## src/rtl/odo_pkg.sv

```systemverilog
`default_nettype none
// ----------------------------------------------------------------------------
// odo_pkg
// Shared constants and the arctangent table for the odometry integrator.
// ----------------------------------------------------------------------------
package odo_pkg;

   localparam int CORDIC_STEPS = 16;
   localparam int ATAN_COUNT   = 24;
   localparam int STEP_W       = $clog2(ATAN_COUNT);

   localparam logic [23:0] INV_WHEEL_BASE_RESET = 24'd327680;

   localparam logic signed [39:0] HALF_PI_Q30    = 40'sd1686629713;
   localparam logic signed [39:0] QUARTER_PI_Q30 = 40'sd843314856;
   localparam logic signed [33:0] CORDIC_GAIN    = 34'sd652032874;

   function automatic logic signed [33:0] atan_q30(input logic [STEP_W-1:0] idx);
      logic [31:0] v;
      unique case (idx)
         5'd0:  v = 32'h3243F6A8;
         5'd1:  v = 32'h1DAC6705;
         5'd2:  v = 32'h0FADBAFC;
         5'd3:  v = 32'h07F56EA6;
         5'd4:  v = 32'h03FEAB76;
         5'd5:  v = 32'h01FFD55B;
         5'd6:  v = 32'h00FFFAAA;
         5'd7:  v = 32'h007FFF55;
         5'd8:  v = 32'h003FFFEA;
         5'd9:  v = 32'h001FFFFD;
         5'd10: v = 32'h000FFFFF;
         5'd11: v = 32'h0007FFFF;
         5'd12: v = 32'h0003FFFF;
         5'd13: v = 32'h0001FFFF;
         5'd14: v = 32'h0000FFFF;
         5'd15: v = 32'h00007FFF;
         5'd16: v = 32'h00003FFF;
         5'd17: v = 32'h00001FFF;
         5'd18: v = 32'h00000FFF;
         5'd19: v = 32'h000007FF;
         5'd20: v = 32'h000003FF;
         5'd21: v = 32'h000001FF;
         5'd22: v = 32'h000000FF;
         5'd23: v = 32'h0000007F;
         default: v = 32'h0;
      endcase
      return $signed({2'b00, v});
   endfunction

endpackage
`default_nettype wire

```

## src/rtl/odo_mul.sv

```systemverilog
`default_nettype none
// ----------------------------------------------------------------------------
// odo_mul
// Shared signed 32x32 multiplier with registered product.
// ----------------------------------------------------------------------------
module odo_mul import odo_pkg::*; (
   input  wire logic               clock,
   input  wire logic signed [31:0] a,
   input  wire logic signed [31:0] b,
   output logic signed [63:0]      p
);

   logic signed [63:0] p_ff;

   always_ff @(posedge clock) begin
      p_ff <= a * b;
   end

   assign p = p_ff;

endmodule
`default_nettype wire

```

## config.mk

```make
export PLATFORM = sky130hd
export DESIGN_NAME = odo_mul
export DESIGN_NICKNAME = d
export VERILOG_FILES = /design/src/rtl/odo_pkg.sv /design/src/rtl/odo_mul.sv
export SDC_FILE = /design/constraint.sdc
export NUM_CORES = 2
export LEC_CHECK = 0
export BUFFER_PORTS_ARGS = -buffer_cell sky130_fd_sc_hd__buf_2
export CAP_MARGIN = 20
export CORE_MARGIN = 2
export CORE_UTILIZATION = 25
export CTS_CLUSTER_DIAMETER = 120
export DETAILED_ROUTE_END_ITERATION = 8
export GPL_ROUTABILITY_DRIVEN = 0
export PLACE_DENSITY_LB_ADDON = 0.1
export SLEW_MARGIN = 10
export SYNTH_ARGS = -nofsm -noshare
export SYNTH_HDL_FRONTEND = slang
export SYNTH_SLANG_ARGS = --single-unit
```

## constraint.sdc

```tcl
create_clock -name clock -period 15.9 [get_ports clock]
set_clock_uncertainty 0.15 [all_clocks]
set_input_delay 0.795 -clock clock [delete_from_list [all_inputs] [get_ports clock]]
set_output_delay 0.795 -clock clock [all_outputs]
set_load 0.02 [all_outputs]
```

; Word level (Yosys, flattened, before mapping)
; Cells that the tools add are included.
[totals]
regBits = 64
in_bits = 65
elab_cells = 2
output_inout_bits = 64
[classes]
multipliers = 1
[ops]
columns = operator, count
row1 = multiplier 32 x 32 -> 64 bit, 1

; Longest topological paths before layout
[depth]
depth_word = 1
ltp_mapped = 28
ltp_nobuf = 27

; Worst setup path after synthesis
; OpenSTA, ideal clock, no wires.
[synth_path]
path_type = in2reg
from = input b[2]
to = register p_ff[62], in the netlist p[62]
path_buffers = 1
arrival_time_ns = 7.984
path_stages = 24
path_slack_ns = 7.694
setup_time_ns = 0.072
t_required_ns = 15.678
cell_sequence = clkbuf_1 > nand2_1 > inv_1 > fa_1 > fa_1 > fa_1 > fa_1 > inv_1 > fa_1 > inv_1 > fa_1 > inv_1 > fa_1 > inv_1 > fa_1 > ha_1 > and3_1 > nand2_1 > or3_1 > o22a_1 > o211ai_1 > a31oi_1 > o31ai_1 > xor2_1
[synth_via]
elab_chain_len = 1
[synth_lines]
columns = item, line
row1 = "start, declared", odo_mul.sv:9  ; input wire logic signed [31:0] b,
row2 = multiplier 32 x 32 -> 64 bit, odo_mul.sv:16  ; p_ff <= a * b;
row3 = "end signal, assigned", odo_mul.sv:16
row4 = "end, declared", odo_mul.sv:13  ; logic signed [63:0] p_ff;
; No other way between the ends.

; Final worst setup path
[layout_path]
from = input b[7]
to = register p_ff[62], in the netlist p[62]
; Same word-level chain as after synthesis.

==> impl_metrics.toml <==
[worst_setup_path]
endpoint_kind = "register"
slowest_stage = "fa_1"
criticalPathCategory = "input port to register"
crit_buf_inv = 7
cp_common_cell = "fa_1"
cp.arrival_ns = 9.68
cp.required_ns = 16.13
cp-start-kind = "input port"
path_cells = "buf_2 > and2_1 > fa_1 > inv_1 > fa_1 > inv_1 > fa_1 > fa_1 > inv_1 > fa_1 > inv_1 > fa_1 > inv_1 > fa_1 > fa_1 > inv_1 > ha_1 > and3_1 > nand2_1 > or3_1 > o211ai_1 > a31oi_1 > o31ai_1 > xor2_1"
cp_top_family = "adder cells"
cp_max_fo = 32
critPathMaxStageDelay_ns = 0.90

[detailed_routing]
avgRoutedWirePerCell_um = 21.60
drcViolationCount = 0
drt_iter0_drc = 841
drt_first_pass_iters = 6
vias = 24795
via_per_inst = 4.271
antenna_left = 0
wirelength_um = 125400

[cts]
clkSlewWorstSetupHoldPaths_ns = 0.07
numCtsBuffers = 9
cts_tree = "built"
cts.sinks = 64
hold_buffers = 0
cts.path.max_buffers = 2
post_cts_buffers = 0
htreeDepth = 3
cts_resized = 0
clock-root-buffer = "clkbuf_16"

[timing]
tns_ns = 0
setup_viol = 0
rsz0062_at_grt = "false"
tightest_slew_ns = 1.308
period_needed_ns = 9.449
finalCritPeriodShare_pct = 59.43
slew_viol_final = 0
timing.fmax_mhz = 105.8
relSlewSlack_pct = 12.13
hold_viol_final = 0

[flow_run]
max-cap-violations = 0

[final_layout]
final_core_util_pct = 27.19
area_growth_pct = 7.919
drive_gt1_share_pct = 5.426
largest_reg_flops = 64
num-nets-final = 5197

[yosys]
synth-edff-count = 0
synthCells = 3884
avgSynthCellArea_sq_um = 9.589
async_flop_share_pct = 0
synth_nets = 5215
ys_types = 63
yosysWarningCount = 0
netlist_area_sq_um = 37240
synth_ff_type = "dfxtp_1"
synth-seq-area-share_pct = 3.440
ys_seq_elements = 64

[floorplan]
initial_core_util_pct = 25.19
rows = 141
die_x_um = 390.0
die-area_sq_um = 152100
die_y_um = 390.0
coreArea_sq_um = 147800
pin_count = 129

[global_routing]
overflow = 0
grt_pass1_vias = 29482
grt_start_max_net_pins = 33
track_usage_pct = 17.46
antenna_found_initial = 14
grt_first_pass_wirelength_um = 195000

[placement]
dp_hpwl_um = 99180
portBuffers = 128

[outcome]
status = "finished, final reports clean"

[min_path]
hold_path.class = "input port to register"
[cell usage after synthesis, drive strengths merged, types with 2 or more instances]
cell     instances  share of area [%]
nor3             7               0.11
or3              5              0.087
o21ai           31               0.44
a21oi           68               0.91
o211ai           3              0.060
nor2            42               0.42
nand2b           9               0.15
a21boi           3              0.060
xor2            22               0.52
o21bai          15               0.30
clkbuf         195                2.0
o22a             2              0.047
nor2b            3              0.050
nand3b           2              0.050
dfxtp           64                3.4
nand3           15               0.20
a21o            25               0.51
nand2          511                5.2
a211oi           8               0.24
and4             4               0.10
ha             184                6.2
o31a             2              0.050
a2111oi          2              0.067
buf              5              0.060
and3             9               0.17
nor4             2              0.050
fa            1082                 58
and2           516                8.7
nand4            7               0.12
o21a             4              0.081
xnor2           53                1.2
o31ai            7               0.18
a31oi           13               0.26
inv            952                9.6
[cell usage in the layout, fill, tap and decap left out, types with 9 or more instances in the layout]
cell / Yosys / final
buf_4: 0 / 41
a21o_1: 23 / 23
clkbuf_16: 0 / 9
xor2_1: 22 / 22
a21oi_1: 68 / 67
fa_1: 1082 / 1082
nor2_1: 42 / 42
ha_1: 184 / 184
xnor2_1: 53 / 53
nand2_1: 511 / 511
nand2b_1: 9 / 9
nand3_1: 15 / 15
buf_2: 3 / 128
dfxtp_1: 64 / 64
inv_1: 952 / 952
o21bai_1: 15 / 15
o21ai_0: 28 / 28
a31oi_1: 12 / 12
and2_1: 516 / 516
[area by class of cell]
| cell class | count | area (sq um) |
|---|---|---|
| Antenna cell | 6 | 15.01 |
| Fill cell | 15990 | 107600 |
| Sequential cell | 64 | 1281 |
| Tap cell | 1930 | 2415 |
| Clock inverter | 4 | 45.04 |
| Clock buffer | 11 | 242.7 |
| Multi-Input combinational cell | 2668 | 31640 |
| Timing Repair Buffer | 171 | 974.7 |
| Inverter | 952 | 3573 |
[kinds of logic (layout without fill, tap and decap cells)]
group	Yosys count	in the layout	share of synthesized area, %
fa+ha+maj	1266	1266	64.34
buf+inv	1152	1138	11.62
simple gates	1134	1134	15.37
compound gates	193	193	3.464
xor+xnor	75	75	1.764
flops	64	64	3.440
other cells	0	6	0
[worst min-delay path, cell delays in order]
cell and delay (ns):
buf_2 0.10, buf_4 0.26, and2_1 0.22
[stage by stage]
step                worst slack [ns]  instances  hold slack, ns  area [sq um]
finish                         6.451       5806          0.8479         40190
global route                   5.793       5801          0.8493         40180
CTS                            6.231       5800          0.8373         40180
detailed placement             5.791       5785           1.060         39890
global placement               5.637       5783           1.062         39850
floorplan                      7.694       3884          0.7723         37240
[metal layers]
| metal | vias up | global-route usage [%] | routed length (um) |
|---|---|---|---|
| met4 | 10 | 3.229 | 1945 |
| met3 | 84 | 1.982 | 3518 |
| met5 | - | 0 | 68 |
| met1 | 13380 | 22.54 | 54490 |
| li1 | 11006 | - | - |
| met2 | 315 | 31.50 | 65400 |
[final timing paths]
path / start / endpoint / slack [ns] / cells past startpoint
hold / removal: a[0] / p[0] / 0.85 / 3
setup / recovery: b[7] / p[62] / 6.45 / 24
Power is not shown: default switching activity piles up to over one toggle a cycle in this logic, so the estimate is an artifact.
