[config.mk]
export PLATFORM = sky130hd
export DESIGN_NAME = odo_cordic
export DESIGN_NICKNAME = d
export VERILOG_FILES = /design/src/rtl/odo_pkg.sv /design/src/rtl/odo_cordic.sv
export SDC_FILE = /design/constraint.sdc
export NUM_CORES = 2
export LEC_CHECK = 0
export BUFFER_PORTS_ARGS = -buffer_cell sky130_fd_sc_hd__clkbuf_2
export CAP_MARGIN = 20
export CORE_ASPECT_RATIO = 0.7
export CORE_MARGIN = 2
export CORE_UTILIZATION = 51
export DETAILED_ROUTE_END_ITERATION = 10
export PLACE_DENSITY_LB_ADDON = 0.1
export SLEW_MARGIN = 15
export SYNTH_ARGS = -nofsm -noshare
export SYNTH_HDL_FRONTEND = slang
export SYNTH_SLANG_ARGS = --single-unit
[constraint.sdc]
create_clock -name clock -period 7.6 [get_ports clock]
set_input_delay 0.76 -clock clock [delete_from_list [all_inputs] [get_ports clock]]
set_output_delay 0.76 -clock clock [all_outputs]
set_load 0.01 [all_outputs]
[src/rtl/odo_pkg.sv]
`default_nettype none
// ----------------------------------------------------------------------------
// odo_pkg
// Shared constants and the arctangent table for the odometry integrator.
// ----------------------------------------------------------------------------
package odo_pkg;

   localparam int CORDIC_STEPS = 16;
   localparam int ATAN_COUNT   = 24;
   localparam int STEP_W       = $clog2(ATAN_COUNT);

   localparam logic [23:0] INV_WHEEL_BASE_RESET = 24'd327680;

   localparam logic signed [39:0] HALF_PI_Q30    = 40'sd1686629713;
   localparam logic signed [39:0] QUARTER_PI_Q30 = 40'sd843314856;
   localparam logic signed [33:0] CORDIC_GAIN    = 34'sd652032874;

   function automatic logic signed [33:0] atan_q30(input logic [STEP_W-1:0] idx);
      logic [31:0] v;
      unique case (idx)
         5'd0:  v = 32'h3243F6A8;
         5'd1:  v = 32'h1DAC6705;
         5'd2:  v = 32'h0FADBAFC;
         5'd3:  v = 32'h07F56EA6;
         5'd4:  v = 32'h03FEAB76;
         5'd5:  v = 32'h01FFD55B;
         5'd6:  v = 32'h00FFFAAA;
         5'd7:  v = 32'h007FFF55;
         5'd8:  v = 32'h003FFFEA;
         5'd9:  v = 32'h001FFFFD;
         5'd10: v = 32'h000FFFFF;
         5'd11: v = 32'h0007FFFF;
         5'd12: v = 32'h0003FFFF;
         5'd13: v = 32'h0001FFFF;
         5'd14: v = 32'h0000FFFF;
         5'd15: v = 32'h00007FFF;
         5'd16: v = 32'h00003FFF;
         5'd17: v = 32'h00001FFF;
         5'd18: v = 32'h00000FFF;
         5'd19: v = 32'h000007FF;
         5'd20: v = 32'h000003FF;
         5'd21: v = 32'h000001FF;
         5'd22: v = 32'h000000FF;
         5'd23: v = 32'h0000007F;
         default: v = 32'h0;
      endcase
      return $signed({2'b00, v});
   endfunction

endpackage
`default_nettype wire

[src/rtl/odo_cordic.sv]
`default_nettype none
// ----------------------------------------------------------------------------
// odo_cordic
// Quadrant reduction by reciprocal estimate, then iterative CORDIC rotation.
// ----------------------------------------------------------------------------
module odo_cordic import odo_pkg::*; (
   input  wire logic               clock,
   input  wire logic               reset,
   input  wire logic               start,
   input  wire logic signed [23:0] heading,
   output logic                    done,
   output logic signed [31:0]      cos_out,
   output logic signed [31:0]      sin_out
);

   // floor(2^40 / half pi in Q.30); estimate is low by at most one
   localparam logic [9:0] RECIP_HALF_PI = 10'd651;

   typedef enum logic [2:0] {C_IDLE, C_EST, C_DIV, C_SETUP, C_ROT, C_FIX} cstate_type;

   cstate_type         state_ff;
   logic               neg_ff;
   logic [39:0]        rem_ff;
   logic [7:0]         q_ff;
   logic [STEP_W-1:0]  step_ff;
   logic [1:0]         quad_ff;
   logic signed [33:0] x_ff, y_ff, z_ff;
   logic               done_ff;
   logic signed [31:0] cos_ff, sin_ff;

   logic signed [38:0] th_sum;
   logic [39:0]        div_in;
   logic [31:0]        q_prod;
   logic [39:0]        qh;
   logic signed [40:0] rem_sub;
   logic signed [40:0] trial;
   logic signed [33:0] xs, ys, at;
   logic signed [39:0] z_pos, z_neg;

   always_comb begin
      th_sum  = 39'(heading) * 39'sd16384 + 39'(QUARTER_PI_Q30);
      div_in  = th_sum[38] ? 40'(~th_sum) : 40'(th_sum);
      q_prod  = 32'(rem_ff[37:16]) * 32'(RECIP_HALF_PI);
      qh      = 40'(q_ff) * 40'(HALF_PI_Q30);
      rem_sub = $signed({1'b0, rem_ff}) - $signed({1'b0, qh});
      trial   = rem_sub - 41'(HALF_PI_Q30);
      xs      = x_ff >>> step_ff;
      ys      = y_ff >>> step_ff;
      at      = atan_q30(step_ff);
      z_pos   = $signed(rem_ff) - QUARTER_PI_Q30;
      z_neg   = HALF_PI_Q30 - 40'sd1 - QUARTER_PI_Q30 - $signed(rem_ff);
   end

   always_ff @(posedge clock) begin
      if (reset) begin
         state_ff <= C_IDLE;
         done_ff  <= 1'b0;
      end else begin
         done_ff <= 1'b0;
         unique case (state_ff)
            C_IDLE: begin
               if (start) begin
                  neg_ff   <= th_sum[38];
                  rem_ff   <= div_in;
                  state_ff <= C_EST;
               end
            end
            C_EST: begin
               q_ff     <= q_prod[31:24];
               state_ff <= C_DIV;
            end
            C_DIV: begin
               if (!trial[40]) begin
                  rem_ff <= trial[39:0];
                  q_ff   <= q_ff + 8'd1;
               end else begin
                  rem_ff <= rem_sub[39:0];
               end
               state_ff <= C_SETUP;
            end
            C_SETUP: begin
               z_ff     <= neg_ff ? z_neg[33:0] : z_pos[33:0];
               quad_ff  <= neg_ff ? ~q_ff[1:0] : q_ff[1:0];
               x_ff     <= CORDIC_GAIN;
               y_ff     <= '0;
               step_ff  <= '0;
               state_ff <= C_ROT;
            end
            C_ROT: begin
               if (!z_ff[33]) begin
                  x_ff <= x_ff - ys;
                  y_ff <= y_ff + xs;
                  z_ff <= z_ff - at;
               end else begin
                  x_ff <= x_ff + ys;
                  y_ff <= y_ff - xs;
                  z_ff <= z_ff + at;
               end
               step_ff <= step_ff + 1'b1;
               if (step_ff == STEP_W'(CORDIC_STEPS - 1)) begin
                  state_ff <= C_FIX;
               end
            end
            C_FIX: begin
               unique case (quad_ff)
                  2'd0: begin cos_ff <= x_ff[31:0];    sin_ff <= y_ff[31:0];    end
                  2'd1: begin cos_ff <= -y_ff[31:0];   sin_ff <= x_ff[31:0];    end
                  2'd2: begin cos_ff <= -x_ff[31:0];   sin_ff <= -y_ff[31:0];   end
                  default: begin cos_ff <= y_ff[31:0]; sin_ff <= -x_ff[31:0];   end
               endcase
               done_ff  <= 1'b1;
               state_ff <= C_IDLE;
            end
            default: state_ff <= C_IDLE;
         endcase
      end
   end

   assign done    = done_ff;
   assign cos_out = cos_ff;
   assign sin_out = sin_ff;

   a_start_idle: assert property (@(posedge clock) disable iff (reset)
      start |-> state_ff == C_IDLE) else $error("cordic started while busy");
   a_done_fix: assert property (@(posedge clock) disable iff (reset)
      $rose(done_ff) |-> $past(state_ff == C_FIX)) else $error("stray cordic done");
   a_step_range: assert property (@(posedge clock) disable iff (reset)
      state_ff == C_ROT |-> step_ff < STEP_W'(CORDIC_STEPS)) else $error("step overrun");

endmodule
`default_nettype wire

==> Word-level counts from Yosys, hierarchy flattened <==
Memory sizes are Yosys's and may differ from the RTL's. A register that Yosys moved wholly into a read port is not among the register bits.
Index checks and enable logic that the tools add are counted.
{ "totals": {"inputBits": 27, "ff_bits": 226, "latch_bits": 0, "rom_bits": 960, "ramBits": 0, "output_inout_bits": 65, "n_memories": 1, "wordCells": 80} }
{ "classes": {"n_lt_le_gt_ge": 0, "bitwise": 3, "n_mux": 22, "n_mul": 2, "div": 0, "n_eq_ne": 11, "n_reduce_logical": 12, "addsub": 15, "shift": 2} }
{ "memory_table": {"columns": ["name", "words", "word_bits", "read_ports", "rd_ports_with_merged_regs", "write_ports", "line_no", "source"], "rows": [
  ["(no name shown)", 32, 30, 1, 1, 0, "odo_pkg.sv:20", "unique case (idx)"]
]} }
{ "ops": {"columns": ["cell", "n"], "rows": [
  ["case mux 34 bit (2 select lines)", 3],
  ["case mux 32 bit (3 select lines)", 2],
  ["2-to-1 mux 34 bit", 4],
  ["2-to-1 mux 40 bit", 3],
  ["case mux 40 bit (2 select lines)", 1],
  ["adder 34 bit", 2],
  [">>> shifter 34 x 5 -> 34 bit", 2],
  ["subtractor 34 bit", 2],
  ["negator 32 bit", 2],
  ["subtractor 40 x 39 -> 41 bit", 1],
  ["subtractor 41 x 32 -> 41 bit (second input constant)", 1],
  ["NOT 39 -> 40 bit", 1],
  ["adder 38 x 31 -> 39 bit (second input constant)", 1],
  ["multiplier 8 x 31 -> 39 bit (second input constant)", 1],
  ["adder 34 x 33 -> 34 bit", 1],
  ["subtractor 31 x 34 -> 34 bit (first input constant)", 1],
  ["subtractor 34 x 31 -> 34 bit (second input constant)", 1],
  ["subtractor 34 x 33 -> 34 bit", 1],
  ["multiplier 22 x 10 -> 32 bit (second input constant)", 1],
  ["case mux 8 bit (2 select lines)", 1],
  ["case mux 3 bit (5 select lines)", 1],
  ["case mux 5 bit (2 select lines)", 1],
  ["AND reduction 3 bit", 3],
  ["adder 8 x 1 -> 8 bit (second input constant)", 1],
  ["other kinds (19)", 29]
]} }

==> Longest topological paths before layout <==
{ "logic_depth": {"word_depth": 5, "ltp_mapped": 29} }

==> Least setup slack after synthesis <==
Ideal clock, no wire load.
{ "synth_timing": {"path_kind": "input port to flip-flop", "startpoint": "in reset", "endpoint": "reg cos_ff[0] (netlist: cos_out[0]) (enable)", "arrival_time_ns": 7.129, "path_stages": 2, "path_slack_ns": -0.175, "cell_sequence": "clkbuf_1 nor4bb_1"} }
{ "synth_via": {"elab_chain_len": 2} }
{ "synth_rtl": {"columns": ["element", "line_no", "source"], "rows": [
  ["start, declared", "odo_cordic.sv:8", "input wire logic reset,"],
  ["NOT 1 bit (no source line)", null, null],
  ["AND reduction 2 bit (no source line)", null, null],
  ["end signal, assigned", "odo_cordic.sv:106", "2'd0: begin cos_ff <= x_ff[31:0]; sin_ff <= y_ff[31:0]; end"],
  ["end signal, assigned", "odo_cordic.sv:107", "2'd1: begin cos_ff <= -y_ff[31:0]; sin_ff <= x_ff[31:0]; end"],
  ["end signal, assigned", "odo_cordic.sv:108", "2'd2: begin cos_ff <= -x_ff[31:0]; sin_ff <= -y_ff[31:0]; end"],
  ["end, declared", "odo_cordic.sv:29", "logic signed [31:0] cos_ff, sin_ff;"]
]} }
Every way passes these cells.
A chain may end at the register's enable or synchronous reset.

==> Worst setup path in the final report <==
{ "layout_timing": {"startpoint": "reg rem_ff[11]", "endpoint": "reg rem_ff[34] (data pin)"} }
{ "layout_via": {"elab_chain_len": 4} }
{ "layout_rtl": {"columns": ["element", "line_no", "source"], "rows": [
  ["start, declared", "odo_cordic.sv:23", "logic [39:0] rem_ff;"],
  ["start signal, assigned", "odo_cordic.sv:64", "rem_ff <= div_in;"],
  ["start signal, assigned", "odo_cordic.sv:74", "rem_ff <= trial[39:0];"],
  ["start signal, assigned", "odo_cordic.sv:77", "rem_ff <= rem_sub[39:0];"],
  ["subtractor 40 x 39 -> 41 bit (*)", "odo_cordic.sv:45", "rem_sub = $signed({1'b0, rem_ff}) - $signed({1'b0, qh});"],
  ["subtractor 41 x 32 -> 41 bit", "odo_cordic.sv:46", "trial = rem_sub - 41'(HALF_PI_Q30);"],
  ["2-to-1 mux 40 bit (*)", "odo_cordic.sv:73", "if (!trial[40]) begin"],
  ["case mux 40 bit (2 select lines) (*)", "odo_cordic.sv:60", "unique case (state_ff)"]
]} }
Every way passes the cells marked *; elsewhere a longest branch is shown, timed or not.

==> metrics.cfg <==
[yosys]
synth_adder_area_share_pct=20.34
synth.area.mux_share_pct=7.732
ys_top_cells_by_count=inv_1 (387), nor2_1 (352), ha_1 (345)
synth_top_family_by_area=adder cells
ys_seq_area_share_pct=21.48
synth_top_flop_cell=edfxtp_1
synth_compound_area_share_pct=17.85
synth_cell_types=104
synth_nets=4478
synthSimpleGateAreaFrac_pct=15.72
async_flop_share_pct=0
synth.top_cell.area_share_pct=19.49
netlist_area_sq_mm=0.03421
synth-xor-area-share_pct=10.09
yosysTopAreaCell=edfxtp_1
ys_seq_elements=256
yosys.cell_count.top_type=inv_1
synth.area.top_cells=edfxtp_1 (19%), ha_1 (13%), fa_1 (7.7%), xnor2_1 (6.4%), mux4_2 (5.7%)
synth-edff-count=222
ys_warn_count=0
synthCells=3974
avgSynthCellArea_sq_um=8.609

[detailed_routing]
remaining_drc_errors=0
drtIter0Drc=3482
first_pass_iters=6
vias_per_cell=6.067
wirelength_um=105100
via_count=29710
antenna_left=0
wl_per_cell_um=21.46

[cts]
clk_latency_ns=0.62
ctsHoldBuffers=0
cts_tree=done
htree_levels=1
cts_made_buffers=29
clk_pin_slew_ns=0.07
clock_sinks=256
cts-root-buf=clkbuf_16
clockBufferDepth=3

[sta]
hold_viol=0
drv_slew=0
finClkSkew_ns=0.01913
setup_viol=0
period_share_pct=95.61
max_freq_mhz=137.6
slew_headroom_pct=17.18
fin_crit_ns=7.267
tightest_slew_ns=1.229

[global_route]
grt.overflow.total=0
grt_pass1_vias=26420
grt_pass1_wl_um=161500
grt_use_total_pct=30.05
grt_max_degree=103
antenna_found_initial=1

[placement]
place.gp.congestion=1.041
portBuffers=91
dp_cells=4834
hpwl_um=83360
place_area_sq_mm=0.03561

[floorplanning]
rows=79
core-area_sq_mm=0.06642
start_util_pct=51.50
dieArea_sq_mm=0.06920
die_h_um=220.7
ios=92
die_x_um=313.6

[final_layout]
fin_area_sq_mm=0.03663
stdcell_count=4897
nNetsFinal=4487
syn_to_final_growth_pct=7.059
antenna_cells=0
drive_above_1_share_pct=9.860

[setup_path]
start_kind=register
path_class=register to register
end_kind=register
cp.arrival_ns=7.63
crit_path_max_fanout=11
worstPathRequired_ns=7.96

[job]
cap_violations=0

[status]
status=finished, final reports clean

[hold_path]
hold_path_class=input pin to register

## layout make-up
class	instances	area [sq um]
fill	6268	29800
clock inverter	17	135.1
sequential	256	7347
tap	891	1115
multi-input combinational	3128	24590
timing repair buffer	179	1191
inverter	389	1463
clock buffer	37	787.0
## per-layer routing
layer	GRT usage, %	vias to the layer above	wire length (um)
met5	0.8264	-	80
met4	3.397	2	1232
met3	9.447	104	12520
met2	35.87	1351	36280
met1	50.92	14190	54990
li1	-	14070	-
## state kept, by name, indices dropped and copies added, names as in the netlist
signal,cells
z_ff,34
done,1
rem_ff,40
state_ff,3
cos_out,32
x_ff,34
neg_ff,1
sin_out,32
y_ff,34
step_ff,5
q_ff,8
at,30
quad_ff,2
## path summary, 6_finish.rpt
check                           cells past startpoint         end   startpoint  slack, ns
worst max-delay path                               25  rem_ff[34]   rem_ff[11]       0.33
worst min-delay path                                3  rem_ff[36]  heading[22]       0.53
worst max register to register                     25  rem_ff[34]   rem_ff[11]       0.33
worst min register to register                      1  step_ff[0]   step_ff[0]       0.62
## worst max-delay path: stages, from the launching register on
cell and delay, ns:
edfxtp_1 0.56, fa_1 0.60, inv_1 0.06, fa_1 0.49, inv_1 0.05, fa_1 0.47
inv_1 0.06, fa_1 0.54, inv_1 0.05, ha_1 0.39, and3_1 0.18, a221o_1 0.35
nor3_1 0.30, a2111oi_0 0.17, buf_4 0.20, o21ai_0 0.34, nand2_1 0.11, xor2_1 0.22
nor3_1 0.26, nand4_1 0.29, nor4_4 0.38, buf_4 0.23, or2_0 0.12, buf_4 0.21
a311oi_1 0.12, a211o_1 0.25
## placed cells by master (no fill, tap or decap), types with 10 or more instances in the layout
| cell | synthesis | final |
|---|---|---|
| buf_4 | 11 | 82 |
| o22ai_1 | 11 | 11 |
| mux2_2 | 28 | 28 |
| or3_1 | 48 | 48 |
| nand2_1 | 320 | 320 |
| inv_1 | 387 | 385 |
| nor3b_1 | 15 | 14 |
| and2_1 | 29 | 29 |
| and3_1 | 41 | 41 |
| a211oi_1 | 13 | 13 |
| mux4_2 | 87 | 87 |
| o21ai_0 | 223 | 223 |
| a21boi_0 | 16 | 16 |
| clkbuf_16 | 0 | 30 |
| a311o_1 | 10 | 10 |
| nand4_1 | 19 | 19 |
| edfxtp_1 | 222 | 222 |
| nand2b_1 | 50 | 50 |
| nor4_1 | 21 | 19 |
| clkbuf_2 | 1 | 91 |
| ha_1 | 345 | 345 |
| xnor2_1 | 250 | 250 |
| o21bai_1 | 24 | 24 |
| or2_2 | 14 | 14 |
| o31ai_1 | 41 | 41 |
| xor2_1 | 144 | 144 |
| a21oi_1 | 324 | 324 |
| dfxtp_1 | 34 | 34 |
| nand3_1 | 57 | 57 |
| nor3_1 | 76 | 75 |
| nor2b_1 | 38 | 38 |
| fa_1 | 132 | 132 |
| o211ai_1 | 22 | 22 |
| a31oi_1 | 49 | 49 |
| nor2_1 | 352 | 352 |
| o31a_1 | 13 | 13 |
| a21o_1 | 62 | 62 |
| o21ai_1 | 21 | 21 |
| mux2i_1 | 37 | 37 |
| o21a_1 | 37 | 37 |
## what timing repair did
item                       in CTS  in global routing
setup endpoints to repair       0                 33
setup buffers                   0                  9
gates resized for setup         0                  3
## kinds of logic (layout without fill, tap and decap cells)
| group | Yosys count | in the layout |
|---|---|---|
| adders and majority gates | 477 | 477 |
| DFF | 256 | 256 |
| buffers and inverters | 590 | 622 |
| muxes | 152 | 152 |
| AOI/OAI and AO/OA | 973 | 973 |
| xor gates and xnor gates | 394 | 394 |
| and+or+nand+nor | 1132 | 1132 |
## through the flow
stage | setup WS, ns | hold slack (ns) | utilization [%] | TNS, ns
global placement | 0.3996 | 0.6115 | 53.61 | 0
finish | 0.3333 | 0.5263 | 55.14 | 0
CTS | 0.3237 | 0.5103 | 55.00 | 0
floorplan | 0.3289 | 0.5550 | - | 0
global route | -0.007363 | 0.5368 | 55.14 | -0.007363
detailed placement | 0.3547 | 0.6206 | 53.61 | 0
Power is not shown: default switching activity piles up to over one toggle a cycle in this logic, so the estimate is an artifact.
